## src/rtl/stq_pkg.sv

```systemverilog
// Shared types and constants for the sorted timer queue.
// Used by the timer queue top level and its port checker; depends on nothing.
`timescale 1ns / 1ps

package stq_pkg;

  // Default number of timer slots.
  localparam int unsigned TIMER_SLOTS_DEF = 16;

  // Field widths of a request and a result.
  localparam int unsigned MODE_W  = 2;
  localparam int unsigned ID_W    = 4;
  localparam int unsigned TIME_W  = 32;
  localparam int unsigned COUNT_W = 5;

  // Highest pending count that the four-bit timer ids allow.
  localparam int unsigned COUNT_MAX = 2 ** ID_W;

  // Request tdata layout, lowest bit first.
  localparam int unsigned IN_ID_LSB   = 0;
  localparam int unsigned IN_IVAL_LSB = IN_ID_LSB + ID_W;
  localparam int unsigned IN_PER_LSB  = IN_IVAL_LSB + TIME_W;
  localparam int unsigned IN_NOW_LSB  = IN_PER_LSB + 1;
  localparam int unsigned IN_DATA_W   = 72;

  // Result tdata layout, lowest bit first.
  localparam int unsigned OUT_FID_LSB = 0;
  localparam int unsigned OUT_CNT_LSB = OUT_FID_LSB + ID_W;
  localparam int unsigned OUT_DATA_W  = 16;

  typedef enum logic [MODE_W-1:0] {
    MODE_START = 2'd0,
    MODE_STOP  = 2'd1,
    MODE_TICK  = 2'd2
  } mode_e;

  typedef enum logic [2:0] {
    S_IDLE,
    S_HEAD_RD,
    S_HEAD_CHK,
    S_REM,
    S_REARM,
    S_INS,
    S_OUT
  } state_e;

endpackage

```

## src/rtl/stq_ram.sv

```systemverilog
// Generic simple dual-port RAM with one write port and a registered read port.
// Stand-alone; no package dependencies.
`timescale 1ns / 1ps

module stq_ram #(
  parameter int unsigned WIDTH = 8,
  parameter int unsigned DEPTH = 16,
  localparam int unsigned AW = $clog2(DEPTH)
) (
  input  logic             clk_i,
  input  logic             we_i,
  input  logic [AW-1:0]    waddr_i,
  input  logic [WIDTH-1:0] wdata_i,
  input  logic             re_i,
  input  logic [AW-1:0]    raddr_i,
  output logic [WIDTH-1:0] rdata_o
);

  logic [WIDTH-1:0] mem_q [DEPTH];
  logic [WIDTH-1:0] rdata_q;

  always_ff @(posedge clk_i) begin
    if (we_i) begin
      mem_q[waddr_i] <= wdata_i;
    end
    if (re_i) begin
      rdata_q <= mem_q[raddr_i];
    end
  end

  assign rdata_o = rdata_q;

endmodule

```

## src/rtl/sorted_timer_queue.sv

```systemverilog
// Sorted timer queue top level: command sequencer, active flags and result register.
// Depends on stq_pkg and on stq_ram for the order list and the slot store.
`timescale 1ns / 1ps

// A request on the slave stream carries a command in tuser (start, stop or tick) and the
// timer id, interval, periodic flag and current time in tdata. Every request produces
// exactly one result on the master stream: a fired flag in tuser, the fired timer id and
// the number of queued timers in tdata.
// The queue is an order list in RAM whose entries hold a deadline and a timer id, sorted
// by deadline. Removal walks it from the front and shifts the tail down by one; insertion
// walks it from the back, shifting entries up until an earlier or equal deadline is seen.
// Each walk is paced by the single read port of the order RAM and its registered read. One
// request is processed at a time; s_axis_tready is high only while the sequencer is idle.
// Results leave through an output register, so a new request is taken while a result
// still waits; a request finishing while the register is still full holds there until
// m_axis_tready frees it. Reset clears the queue count, all active flags and the result
// valid; the RAM contents need no clearing because only queued entries are read.

module sorted_timer_queue #(
  parameter int unsigned TIMER_SLOTS = stq_pkg::TIMER_SLOTS_DEF
) (
  input  logic                           clk_i,
  input  logic                           rst_ni,
  input  logic                           s_axis_tvalid,
  output logic                           s_axis_tready,
  // tdata: timer_id[3:0], interval[35:4], periodic[36], current_time[68:37], zero fill
  input  logic [stq_pkg::IN_DATA_W-1:0]  s_axis_tdata,
  // tuser: mode[1:0]
  input  logic [stq_pkg::MODE_W-1:0]     s_axis_tuser,
  output logic                           m_axis_tvalid,
  input  logic                           m_axis_tready,
  // tdata: fired_timer[3:0], pending_count[8:4], zero fill
  output logic [stq_pkg::OUT_DATA_W-1:0] m_axis_tdata,
  // tuser: fired[0]
  output logic [0:0]                     m_axis_tuser
);

  import stq_pkg::*;

  localparam int unsigned IW = $clog2(TIMER_SLOTS);      // slot index width
  localparam int unsigned CW = $clog2(TIMER_SLOTS + 1);  // queue count width
  localparam int unsigned OW = TIME_W + IW;              // order entry: {deadline, id}
  localparam int unsigned SW = TIME_W + 1;               // slot entry: {periodic, interval}

  // Request fields.
  logic [ID_W-1:0]   in_id;
  logic [TIME_W-1:0] in_ival;
  logic              in_per;
  logic [TIME_W-1:0] in_now;
  mode_e             in_mode;
  logic [IW+ID_W-1:0] in_id_wide;
  logic [IW-1:0]     in_slot;
  logic              in_id_ok;
  logic              accept;

  assign in_id      = s_axis_tdata[IN_ID_LSB +: ID_W];
  assign in_ival    = s_axis_tdata[IN_IVAL_LSB +: TIME_W];
  assign in_per     = s_axis_tdata[IN_PER_LSB];
  assign in_now     = s_axis_tdata[IN_NOW_LSB +: TIME_W];
  assign in_mode    = mode_e'(s_axis_tuser);
  assign in_id_wide = {IW'(0), in_id};
  assign in_slot    = in_id_wide[IW-1:0];
  assign in_id_ok   = in_id_wide < (IW + ID_W)'(TIMER_SLOTS);
  assign accept     = s_axis_tvalid && s_axis_tready;

  // Sequencer state.
  state_e             state_q, state_d;
  logic [CW-1:0]      cnt_q, cnt_d;
  logic [TIMER_SLOTS-1:0] active_q, active_d;
  logic [CW-1:0]      ptr_q, ptr_d;
  logic [IW-1:0]      tag_q, tag_d;
  logic               pend_q, pend_d;
  logic               found_q, found_d;
  mode_e              mode_q, mode_d;
  logic [IW-1:0]      rid_q, rid_d;
  logic [TIME_W-1:0]  now_q, now_d;
  logic [TIME_W-1:0]  dl_q, dl_d;
  logic               fired_q, fired_d;
  logic [IW-1:0]      fid_q, fid_d;

  // Result register.
  logic               out_valid_q, out_valid_d;
  logic               out_fired_q, out_fired_d;
  logic [ID_W-1:0]    out_fid_q, out_fid_d;
  logic [COUNT_W-1:0] out_cnt_q, out_cnt_d;
  logic [IW+ID_W-1:0]    fid_wide;
  logic [CW+COUNT_W-1:0] cnt_wide;

  // RAM ports.
  logic          ord_we, ord_re;
  logic [IW-1:0] ord_waddr, ord_raddr;
  logic [OW-1:0] ord_wdata, ord_rdata;
  logic          slot_we, slot_re;
  logic [IW-1:0] slot_waddr, slot_raddr;
  logic [SW-1:0] slot_wdata, slot_rdata;

  logic [TIME_W-1:0] ord_dl;
  logic [IW-1:0]     ord_id;
  logic              slot_per;
  logic [TIME_W-1:0] slot_ival;
  logic [OW-1:0]     new_entry;

  logic head_due;
  logic rem_done;
  logic ins_done;
  logic out_free;

  assign ord_dl    = ord_rdata[OW-1:IW];
  assign ord_id    = ord_rdata[IW-1:0];
  assign slot_per  = slot_rdata[SW-1];
  assign slot_ival = slot_rdata[TIME_W-1:0];
  assign new_entry = {dl_q, rid_q};

  // The head fires when its deadline is not later than the time of the tick.
  assign head_due = ord_dl <= now_q;
  // The removal walk ends once every queued entry has been read and handled.
  assign rem_done = (state_q == S_REM) && !pend_q && (ptr_q == cnt_q);
  // The insertion walk ends at the first entry from the back that is not later than the
  // new deadline, or once the front of the list has been passed.
  assign ins_done = (state_q == S_INS) && (pend_q ? (ord_dl <= dl_q) : (ptr_q == '0));
  assign out_free = !out_valid_q || m_axis_tready;

  assign s_axis_tready = (state_q == S_IDLE);

  // Next state.
  always_comb begin
    state_d = state_q;
    unique case (state_q)
      S_IDLE: begin
        if (accept) begin
          case (in_mode)
            MODE_START: begin
              if (!in_id_ok) begin
                state_d = S_OUT;
              end else if (active_q[in_slot]) begin
                state_d = S_REM;
              end else begin
                state_d = S_INS;
              end
            end
            MODE_STOP: begin
              state_d = (in_id_ok && active_q[in_slot]) ? S_REM : S_OUT;
            end
            MODE_TICK: begin
              state_d = (cnt_q != '0) ? S_HEAD_RD : S_OUT;
            end
            default: begin
              state_d = S_OUT;
            end
          endcase
        end
      end
      S_HEAD_RD: begin
        state_d = S_HEAD_CHK;
      end
      S_HEAD_CHK: begin
        state_d = head_due ? S_REM : S_OUT;
      end
      S_REM: begin
        if (rem_done) begin
          case (mode_q)
            MODE_START: state_d = S_INS;
            MODE_TICK:  state_d = S_REARM;
            default:    state_d = S_OUT;
          endcase
        end
      end
      S_REARM: begin
        state_d = slot_per ? S_INS : S_OUT;
      end
      S_INS: begin
        if (ins_done) begin
          state_d = S_OUT;
        end
      end
      S_OUT: begin
        if (out_free) begin
          state_d = S_IDLE;
        end
      end
      default: begin
        state_d = S_IDLE;
      end
    endcase
  end

  // Datapath, RAM accesses and result loading.
  always_comb begin
    cnt_d       = cnt_q;
    active_d    = active_q;
    ptr_d       = ptr_q;
    tag_d       = tag_q;
    pend_d      = pend_q;
    found_d     = found_q;
    mode_d      = mode_q;
    rid_d       = rid_q;
    now_d       = now_q;
    dl_d        = dl_q;
    fired_d     = fired_q;
    fid_d       = fid_q;
    out_valid_d = out_valid_q && !m_axis_tready;
    out_fired_d = out_fired_q;
    out_fid_d   = out_fid_q;
    out_cnt_d   = out_cnt_q;
    ord_we      = 1'b0;
    ord_waddr   = '0;
    ord_wdata   = new_entry;
    ord_re      = 1'b0;
    ord_raddr   = '0;
    slot_we     = 1'b0;
    slot_waddr  = in_slot;
    slot_wdata  = {in_per, in_ival};
    slot_re     = 1'b0;
    slot_raddr  = ord_id;
    fid_wide    = {ID_W'(0), fid_q};
    cnt_wide    = {COUNT_W'(0), cnt_q};

    unique case (state_q)
      S_IDLE: begin
        if (accept) begin
          mode_d  = in_mode;
          rid_d   = in_slot;
          now_d   = in_now;
          dl_d    = in_now + in_ival;
          fired_d = 1'b0;
          fid_d   = '0;
          pend_d  = 1'b0;
          found_d = 1'b0;
          // A start of an idle timer goes straight to insertion, which walks from the back.
          if (in_mode == MODE_START && in_id_ok && !active_q[in_slot]) begin
            ptr_d = cnt_q;
          end else begin
            ptr_d = '0;
          end
          slot_we = (in_mode == MODE_START) && in_id_ok;
        end
      end
      S_HEAD_RD: begin
        ord_re = 1'b1;
      end
      S_HEAD_CHK: begin
        // Fetch the head's interval now; the RAM output holds it until re-arming.
        slot_re = 1'b1;
        if (head_due) begin
          fired_d = 1'b1;
          fid_d   = ord_id;
          rid_d   = ord_id;
          ptr_d   = '0;
          pend_d  = 1'b0;
          found_d = 1'b0;
        end
      end
      S_REM: begin
        if (pend_q) begin
          if (found_q) begin
            ord_we    = 1'b1;
            ord_waddr = tag_q - IW'(1);
            ord_wdata = ord_rdata;
          end else if (ord_id == rid_q) begin
            found_d = 1'b1;
          end
        end
        if (ptr_q != cnt_q) begin
          ord_re    = 1'b1;
          ord_raddr = ptr_q[IW-1:0];
          tag_d     = ptr_q[IW-1:0];
          ptr_d     = ptr_q + CW'(1);
          pend_d    = 1'b1;
        end else begin
          pend_d = 1'b0;
        end
        if (rem_done) begin
          cnt_d           = cnt_q - CW'(1);
          active_d[rid_q] = 1'b0;
          ptr_d           = cnt_q - CW'(1);
        end
      end
      S_REARM: begin
        dl_d   = now_q + slot_ival;
        ptr_d  = cnt_q;
        pend_d = 1'b0;
      end
      S_INS: begin
        if (pend_q) begin
          ord_we    = 1'b1;
          ord_waddr = tag_q + IW'(1);
          ord_wdata = (ord_dl > dl_q) ? ord_rdata : new_entry;
        end else if (ptr_q == '0) begin
          ord_we    = 1'b1;
          ord_waddr = '0;
        end
        if (!ins_done && ptr_q != '0) begin
          ord_re    = 1'b1;
          ord_raddr = IW'(ptr_q - CW'(1));
          tag_d     = IW'(ptr_q - CW'(1));
          ptr_d     = ptr_q - CW'(1);
          pend_d    = 1'b1;
        end else begin
          pend_d = 1'b0;
        end
        if (ins_done) begin
          cnt_d           = cnt_q + CW'(1);
          active_d[rid_q] = 1'b1;
        end
      end
      S_OUT: begin
        if (out_free) begin
          out_valid_d = 1'b1;
          out_fired_d = fired_q;
          out_fid_d   = fid_wide[ID_W-1:0];
          out_cnt_d   = cnt_wide[COUNT_W-1:0];
        end
      end
      default: begin
        pend_d = 1'b0;
      end
    endcase
  end

  // Control state.
  always_ff @(posedge clk_i or negedge rst_ni) begin
    if (!rst_ni) begin
      state_q     <= S_IDLE;
      cnt_q       <= '0;
      active_q    <= '0;
      pend_q      <= 1'b0;
      found_q     <= 1'b0;
      out_valid_q <= 1'b0;
    end else begin
      state_q     <= state_d;
      cnt_q       <= cnt_d;
      active_q    <= active_d;
      pend_q      <= pend_d;
      found_q     <= found_d;
      out_valid_q <= out_valid_d;
    end
  end

  // Payload registers.
  always_ff @(posedge clk_i) begin
    ptr_q       <= ptr_d;
    tag_q       <= tag_d;
    mode_q      <= mode_d;
    rid_q       <= rid_d;
    now_q       <= now_d;
    dl_q        <= dl_d;
    fired_q     <= fired_d;
    fid_q       <= fid_d;
    out_fired_q <= out_fired_d;
    out_fid_q   <= out_fid_d;
    out_cnt_q   <= out_cnt_d;
  end

  // Queued timers in deadline order, each entry {deadline, id}.
  stq_ram #(
    .WIDTH (OW),
    .DEPTH (TIMER_SLOTS)
  ) u_order_ram (
    .clk_i   (clk_i),
    .we_i    (ord_we),
    .waddr_i (ord_waddr),
    .wdata_i (ord_wdata),
    .re_i    (ord_re),
    .raddr_i (ord_raddr),
    .rdata_o (ord_rdata)
  );

  // Per-slot {periodic, interval}, written on start and read when a tick checks the head.
  stq_ram #(
    .WIDTH (SW),
    .DEPTH (TIMER_SLOTS)
  ) u_slot_ram (
    .clk_i   (clk_i),
    .we_i    (slot_we),
    .waddr_i (slot_waddr),
    .wdata_i (slot_wdata),
    .re_i    (slot_re),
    .raddr_i (slot_raddr),
    .rdata_o (slot_rdata)
  );

  assign m_axis_tvalid = out_valid_q;
  assign m_axis_tuser  = out_fired_q;
  assign m_axis_tdata  = {(OUT_DATA_W - ID_W - COUNT_W)'(0), out_cnt_q, out_fid_q};

endmodule

```

## config.mk

```make
export PLATFORM = sky130hd
export DESIGN_NAME = sorted_timer_queue
export DESIGN_NICKNAME = d
export VERILOG_FILES = /design/src/rtl/stq_pkg.sv /design/src/rtl/stq_ram.sv /design/src/rtl/sorted_timer_queue.sv
export SDC_FILE = /design/constraint.sdc
export NUM_CORES = 2
export LEC_CHECK = 0
export ABC_AREA = 1
export BUFFER_PORTS_ARGS = -buffer_cell sky130_fd_sc_hd__clkbuf_2
export CORE_UTILIZATION = 35
export CTS_CLUSTER_DIAMETER = 120
export DETAILED_ROUTE_END_ITERATION = 10
export GPL_ROUTABILITY_DRIVEN = 0
export SETUP_SLACK_MARGIN = 0.02
export SYNTH_ARGS = -nofsm -noshare
export SYNTH_HDL_FRONTEND = slang
export SYNTH_SLANG_ARGS = --single-unit
```

## constraint.sdc

```tcl
create_clock -name clk_i -period 5.1 [get_ports clk_i]
set_clock_uncertainty 0.2 [all_clocks]
set_input_delay 0.51 -clock clk_i [delete_from_list [all_inputs] [get_ports clk_i]]
set_output_delay 0.51 -clock clk_i [all_outputs]
set_load 0.01 [all_outputs]
```

* Yosys cells after proc, flatten, opt, wreduce, memory -nomap -nowiden
Memories as Yosys holds them, arrays and structs flattened. A register that Yosys moved wholly into a read port is not among the register bits. Index checks and enable logic that the tools add are counted.
Word-level totals: bits in registers 121, bits in writable memories 1104, bits of input ports 78, output and inout port bits 19, word-level logic and storage cells 176, memories 2
Memories:
- u_order_ram.mem_q | words 16, width 36, rd ports 1, clocked after Yosys merged registers in 1, write ports 1, line stq_ram.sv:19 | logic [WIDTH-1:0] mem_q [DEPTH];
- u_slot_ram.mem_q | words 16, width 33, rd ports 1, clocked after Yosys merged registers in 1, write ports 1, line stq_ram.sv:19
Cells by class: $add $sub $neg 8, magnitude comparators 7, equal/unequal tests 21, mux-type cells 79, bitwise gates (word level) 4, reduce and logical (&&, ||, !) cells 38
Operator list (number):
- two-way mux 36 bit | 4
- one-hot mux 36 bit (2 select lines) | 1
- adder 32 bit | 2
- <= comparator 32 bit | 2
- one-hot mux 32 bit (2 select lines) | 1
- two-way mux 4 bit | 10
- two-way mux 5 bit | 8
- one-hot mux 4 bit (2 select lines) | 5
- > comparator 32 bit | 1
- two-way mux 16 bit | 2
- two-way mux 32 bit | 1
- one-hot mux 16 bit (2 select lines) | 1
- two-way mux 3 bit | 9
- one-hot mux 5 bit (5 select lines) | 1
- two-way mux 1 bit | 24
- one-hot mux 3 bit (7 select lines) | 1
- AND 16 bit | 1
- NOT 16 bit | 1
- bitwise OR 16 bit | 1
- < comparator 4 x 5 -> 1 bit (second input constant) | 3
- nonzero test 5 bit | 3
- AND reduction 3 bit | 4
- adder 5 x 1 -> 5 bit (second input constant) | 2
- logical AND 1 bit | 10
- other kinds (36) | 59

* Depth between registers and ports, before layout
depth after elaboration 8, depth in mapped cells 25, depth with buffers taken out 23

* Modules after synthesis
From an unflattened synthesis, not the netlist that was laid out.
Second synthesis, totals: cells, all modules 6359, area total of the unflattened synthesis 61534.0 µm²
By module, submodules not included:
- stq_ram (u_order_ram) | instances 1, cells each 2381, area each 25771.0 µm², sequential area each 18377.6 µm²
- stq_ram (u_slot_ram) | instances 1, cells each 2185, area each 23571.4 µm², sequential area each 16846.2 µm²
- sorted_timer_queue | instances 1, cells each 1793, area each 12191.7 µm², sequential area each 3498.4 µm²

* Worst setup path before layout
OpenSTA, ideal clock, no wires.
path type reg-to-reg, start point register state_q[2], end point register fid_q[0], enable pin, setup time 0.378 ns, data arrival time 4.900 ns, required time 4.522 ns, slack -0.378 ns, cell stages (with the launch flop) 5, path buffers 1, clock period less this slack 5.478 ns, cells stage by stage dfrtp_1 -> clkbuf_1 -> nor3_1 -> clkinv_1 -> a21oi_1
Between the ends: word-level cells in the longest chain between the ends 4, elaborated cells between the ends (all ways) 7, classes of those cells eq/ne (3); reduce/logical (4)
Ends and longest elaborated chain:
- start: declaration | line sorted_timer_queue.sv:67 | state_e state_q, state_d;
- start signal: assignment | line sorted_timer_queue.sv:330 | state_q <= state_d;
- zero test 3 bit | line sorted_timer_queue.sv:123, sorted_timer_queue.sv:218
- logical AND 1 bit | line sorted_timer_queue.sv:64 | assign accept = s_axis_tvalid && s_axis_tready;
- != test 2 x 1 -> 1 bit (no line)
- AND reduction 3 bit (no line) *
- end signal: assignment | line sorted_timer_queue.sv:348 | fid_q <= fid_d;
- end: declaration | line sorted_timer_queue.sv:79 | logic [IW-1:0] fid_q, fid_d;
Every way passes the cells marked *; elsewhere a longest branch is shown, timed or not. A chain may end at the register's enable or synchronous reset.

* Final worst setup path
start point register u_order_ram.rdata_q[33], in the netlist u_order_ram.rdata_o[33], read port of u_order_ram.mem_q, end point register u_order_ram.rdata_q[16], in the netlist u_order_ram.rdata_o[16], read port of u_order_ram.mem_q (data pin)
Between the ends: word-level cells in the longest chain between the ends 7, elaborated cells between the ends (all ways) 9, classes of those cells order compare (1); mux (5); reduce/logical (3)
Ends and longest elaborated chain:
- start: declaration | line stq_ram.sv:20 | logic [WIDTH-1:0] rdata_q;
- <= comparator 32 bit * | line sorted_timer_queue.sv:120 | assign ins_done = (state_q == S_INS) && (pend_q ? (ord_dl <= dl_q) : (ptr_q == '0));
- two-way mux 1 bit * | line sorted_timer_queue.sv:120
- logical AND 1 bit * | line sorted_timer_queue.sv:120
- zero test 1 bit * | line sorted_timer_queue.sv:292 | if (!ins_done && ptr_q != '0) begin
- logical AND 1 bit * | line sorted_timer_queue.sv:292
- two-way mux 1 bit or two-way mux 4 bit (tied branches) | line sorted_timer_queue.sv:292
- one-hot mux 1 bit (3 select lines) or one-hot mux 4 bit (2 select lines) (tied branches) | line sorted_timer_queue.sv:218 | unique case (state_q)
Marked as above.

==> metrics <==
global-route wire length before repair=243,600 um; highest fanout seen on the critical path=47; Final Hold Fails=0; setup repair after global routing missed its margin=false; count of unique library cells instantiated by Yosys=58; Rows=150; global-route usage over all layers=18.81%; area of the multi-input gates=16,750 sq um; Tightest Hold Check Type=primary input to register; leakage power summed over all cells=25.36 nW; hold path endpoint=u_slot_ram.mem_q[8][12]$_DFFE_PP_; launching point of the worst reg2reg path=u_order_ram.rdata_o[33]$_DFFE_PP_; height of the die=412.7 um; register-to-register setup slack=0.69 ns; slew at the pin closest to its max-slew limit=1.437 ns; Die Area=170,300 sq um; post-DR vias/cell=5.300; ports placed on the boundary=97; Crit Path Class=register to register; antenna violations before repair=12; largest net degree at the start of global routing=181; type of destination of the critical path=register; data arrival time at the worst-slack endpoint=4.73 ns; setup slack of the critical path after layout=0.6909 ns; overall power=36.03 mW; post-route fraction of the period consumed by the critical path=86.45%; Filler Cell Count=15,799; CTS tree=built; initial cell density of the core=35.27%; layout cells sized above 1=8.617%; commonest register cell after synthesis=sky130_fd_sc_hd__edfxtp_1; most repeated cell in the gate-level netlist after synthesis=sky130_fd_sc_hd__edfxtp_1; count of buffer and inverter cells on the critical path=2; highest achievable clock rate=226.8 MHz; series of cell instances along the critical path=ha_1 > nand2_1 > nor2_1 > nand2_1 > nor3b_2 > nand2_1 > nand2_1 > nand2_4 > nand2_2 > nand4_1 > nand2_8 > buf_12 > buf_12 > nand2_1 > nand3_1 > nand3_1 > nand3_1 > nand2_1; Root Buffer=sky130_fd_sc_hd__clkbuf_16; clock latency of the later-clocked register in the worst-skew pair=0.78 ns; Port Buffer Count=86; endpoint of the worst-slack reg-to-reg timing path=u_order_ram.rdata_o[16]$_DFFE_PP_; share of Yosys cell area claimed by the top area cell type=64.44%; EDFF count, synth=1,267; CTS clk-pin slew, worst paths=0.06 ns; Detail Route Antenna Nets=0; number of warnings issued by yosys=0; number of buffers inserted during clock tree synthesis=141; x dimension of the die=412.7 um; Register-to-Register Path Depth=18; cell types with the highest counts after synthesis=sky130_fd_sc_hd__edfxtp_1, sky130_fd_sc_hd__nand3_1, sky130_fd_sc_hd__inv_1; number of buffers inserted by post-CTS setup repair=0; Top Family by Delay on Critical Path=simple AND/OR/NAND/NOR gates; Worst Setup Slack post-DPL=0.7148 ns; worst slew margin relative to its limit=3.748%; total placed instance area=62,420 sq um; violation count after the first detailed-route iteration=4,391; DP HPWL=92,820 um; per-cell routed wire length=20.86 um; register bit total from synthesis=1,294; post-synthesis instance total=5,314; placeable core region=167,400 sq um; Synth area leaders=sky130_fd_sc_hd__edfxtp_1, sky130_fd_sc_hd__nand3_1, sky130_fd_sc_hd__inv_1; area taken by flip-flops and latches=38,720 sq um; cell with the biggest individual delay on the critical path=sky130_fd_sc_hd__edfxtp_1; area growth from synthesis to layout=14.36%; DRC viols=0; power density normalized to cell area=533.5 nW/um^2; cell seen most often among critical-path stages=sky130_fd_sc_hd__nand2_1; number of cells traversed by the worst hold path=1; final period demand of the worst path=4.409 ns; leading area contributor after synthesis=sky130_fd_sc_hd__edfxtp_1; Detailed Route WL=161,700 um; clk sink count=1,294; Congestion Overflow GR=0; Req. time, crit path=5.42 ns; first drt pass iteration count=6; share of the yosys chip area belonging to registers=65.58%; post-synth design cell area=59,050 sq um; via count of the first global-routing pass=39,586; Mean Syn Cell Area=11.11 sq um; Layout Cell Area excl Fill=67,520 sq um; FFs w/ async S/R, synth=2.087%; peak supply drop=0.5417 mV; setup violation total in the final timing report=0; maximum cell stage delay along the critical path=0.58 ns; status=complete, no violations; buffer levels on the longest clock path=3; beginning of the worst hold path=s_axis_tdata[16]; depth of the CTS H-tree=4; nets@finish=5,651; Critical Path Start Type=register; maximum capacitance violations=0; final count of pins violating max slew=0; sum of negative setup slack=0 ns; count of vias placed by the detailed router=41,094
==> area by class of cell <==
class,count,area share [%]
clock inverters,74,1.040
flip-flops and latches,1294,57.35
inverters,677,3.776
multi-input cells,3061,24.80
diodes,2,0.007412
well taps,2204,4.084
repair buffers,262,3.358
clock buffers,179,5.590
==> layer usage <==
metal	vias to the layer above	part of all wire [%]	routed length, um	GRT usage [%]
met2	1575	48	76950	31.01
met5	-	0.038	61	0
li1	19069	-	-	-
met1	20155	43	69040	25.44
met4	12	2.7	4396	6.520
met3	283	7.0	11250	2.455
==> state kept, by name, indices dropped and copies added (netlist names), 5 cells and up, named ones only <==
name                 flops
cnt_q                    5
dl_q                    32
now_q                   32
out_cnt_q                5
ptr_q                    5
u_order_ram.mem_q      576
u_order_ram.rdata_o     36
u_slot_ram.mem_q       528
u_slot_ram.rdata_o      33
==> power by group <==
part	switching (mW)	total [mW]	internal, mW	leakage [nW]
sequential	0.690	14.4	13.7	11.8
combinational	8.32	11.7	3.36	11.4
clock	4.24	9.96	5.72	2.19
==> layout by cell type (no fill, tap or decap), types with 14 or more instances in the layout <==
| cell | netlist | layout |
|---|---|---|
| sky130_fd_sc_hd__edfxtp_1 | 1267 | 1267 |
| sky130_fd_sc_hd__nand3_1 | 786 | 785 |
| sky130_fd_sc_hd__inv_1 | 664 | 662 |
| sky130_fd_sc_hd__nand2_1 | 642 | 640 |
| sky130_fd_sc_hd__o21ai_0 | 406 | 406 |
| sky130_fd_sc_hd__nor2_1 | 396 | 363 |
| sky130_fd_sc_hd__a21oi_1 | 184 | 184 |
| sky130_fd_sc_hd__clkbuf_16 | 0 | 144 |
| sky130_fd_sc_hd__ha_1 | 134 | 134 |
| sky130_fd_sc_hd__nand3b_1 | 115 | 115 |
| sky130_fd_sc_hd__o221ai_1 | 110 | 110 |
| sky130_fd_sc_hd__clkbuf_2 | 0 | 86 |
| sky130_fd_sc_hd__buf_4 | 10 | 86 |
| sky130_fd_sc_hd__dlygate4sd3_1 | 0 | 61 |
| sky130_fd_sc_hd__o211ai_1 | 51 | 51 |
| sky130_fd_sc_hd__nor2_4 | 1 | 34 |
| sky130_fd_sc_hd__o22ai_1 | 31 | 31 |
| sky130_fd_sc_hd__clkbuf_1 | 161 | 31 |
| sky130_fd_sc_hd__buf_12 | 0 | 29 |
| sky130_fd_sc_hd__dfrtp_1 | 27 | 27 |
| sky130_fd_sc_hd__xor2_1 | 26 | 26 |
| sky130_fd_sc_hd__clkinv_1 | 2 | 25 |
| sky130_fd_sc_hd__clkinv_2 | 0 | 25 |
| sky130_fd_sc_hd__a22oi_1 | 21 | 21 |
| sky130_fd_sc_hd__a31oi_1 | 21 | 21 |
| sky130_fd_sc_hd__nor3_1 | 18 | 17 |
| sky130_fd_sc_hd__nand4_1 | 14 | 14 |
==> worst max-delay path by stage <==
stage / depth (start not counted) / start / endpoint / slack (ns)
4_1_cts: 17 / u_order_ram.rdata_o[33]$_DFFE_PP_ / u_order_ram.rdata_o[34]$_DFFE_PP_ / 0.64
2_1_floorplan: 8 / state_q[2]$_DFFE_PN0P_ / u_order_ram.mem_q[10][0]$_DFFE_PP_ / 1.09
5_1_grt: 17 / u_order_ram.rdata_o[33]$_DFFE_PP_ / u_order_ram.rdata_o[34]$_DFFE_PP_ / 0.44
6_report: 18 / u_order_ram.rdata_o[33]$_DFFE_PP_ / u_order_ram.rdata_o[16]$_DFFE_PP_ / 0.69
3_3_place_gp: 17 / u_order_ram.rdata_o[33]$_DFFE_PP_ / u_order_ram.rdata_o[34]$_DFFE_PP_ / 0.71
3_5_place_dp: 17 / u_order_ram.rdata_o[33]$_DFFE_PP_ / u_order_ram.rdata_o[34]$_DFFE_PP_ / 0.71
==> cell families after synthesis <==
kind of cell               Yosys count  share of synthesized area [%]
AOI/OAI and AO/OA                  877                          8.807
xor gates and xnor gates            37                         0.5488
adders and majority gates          136                          2.907
buffers and inverters              965                          6.601
DFF                               1294                          65.58
muxes                                2                        0.03602
other                                1                       0.006351
and+or+nand+nor                   2002                          15.51
==> timing repair <==
| action | in CTS | in global routing |
|---|---|---|
| hold buffers | 61 | 0 |
| hold endpoints to repair | 403 | 0 |
| gates resized for setup | 0 | 0 |
==> per-stage QoR <==
step	utilization, %	hold slack [ns]	std cells
floorplan	-	0.01441	5320
global placement	37.29	0.2189	7436
detailed placement	37.29	0.2054	7436
CTS	40.33	0.0001321	7750
global route	40.33	0.04191	7753
finish	40.33	0.03563	7753
Power figures use the tool's default switching activity.
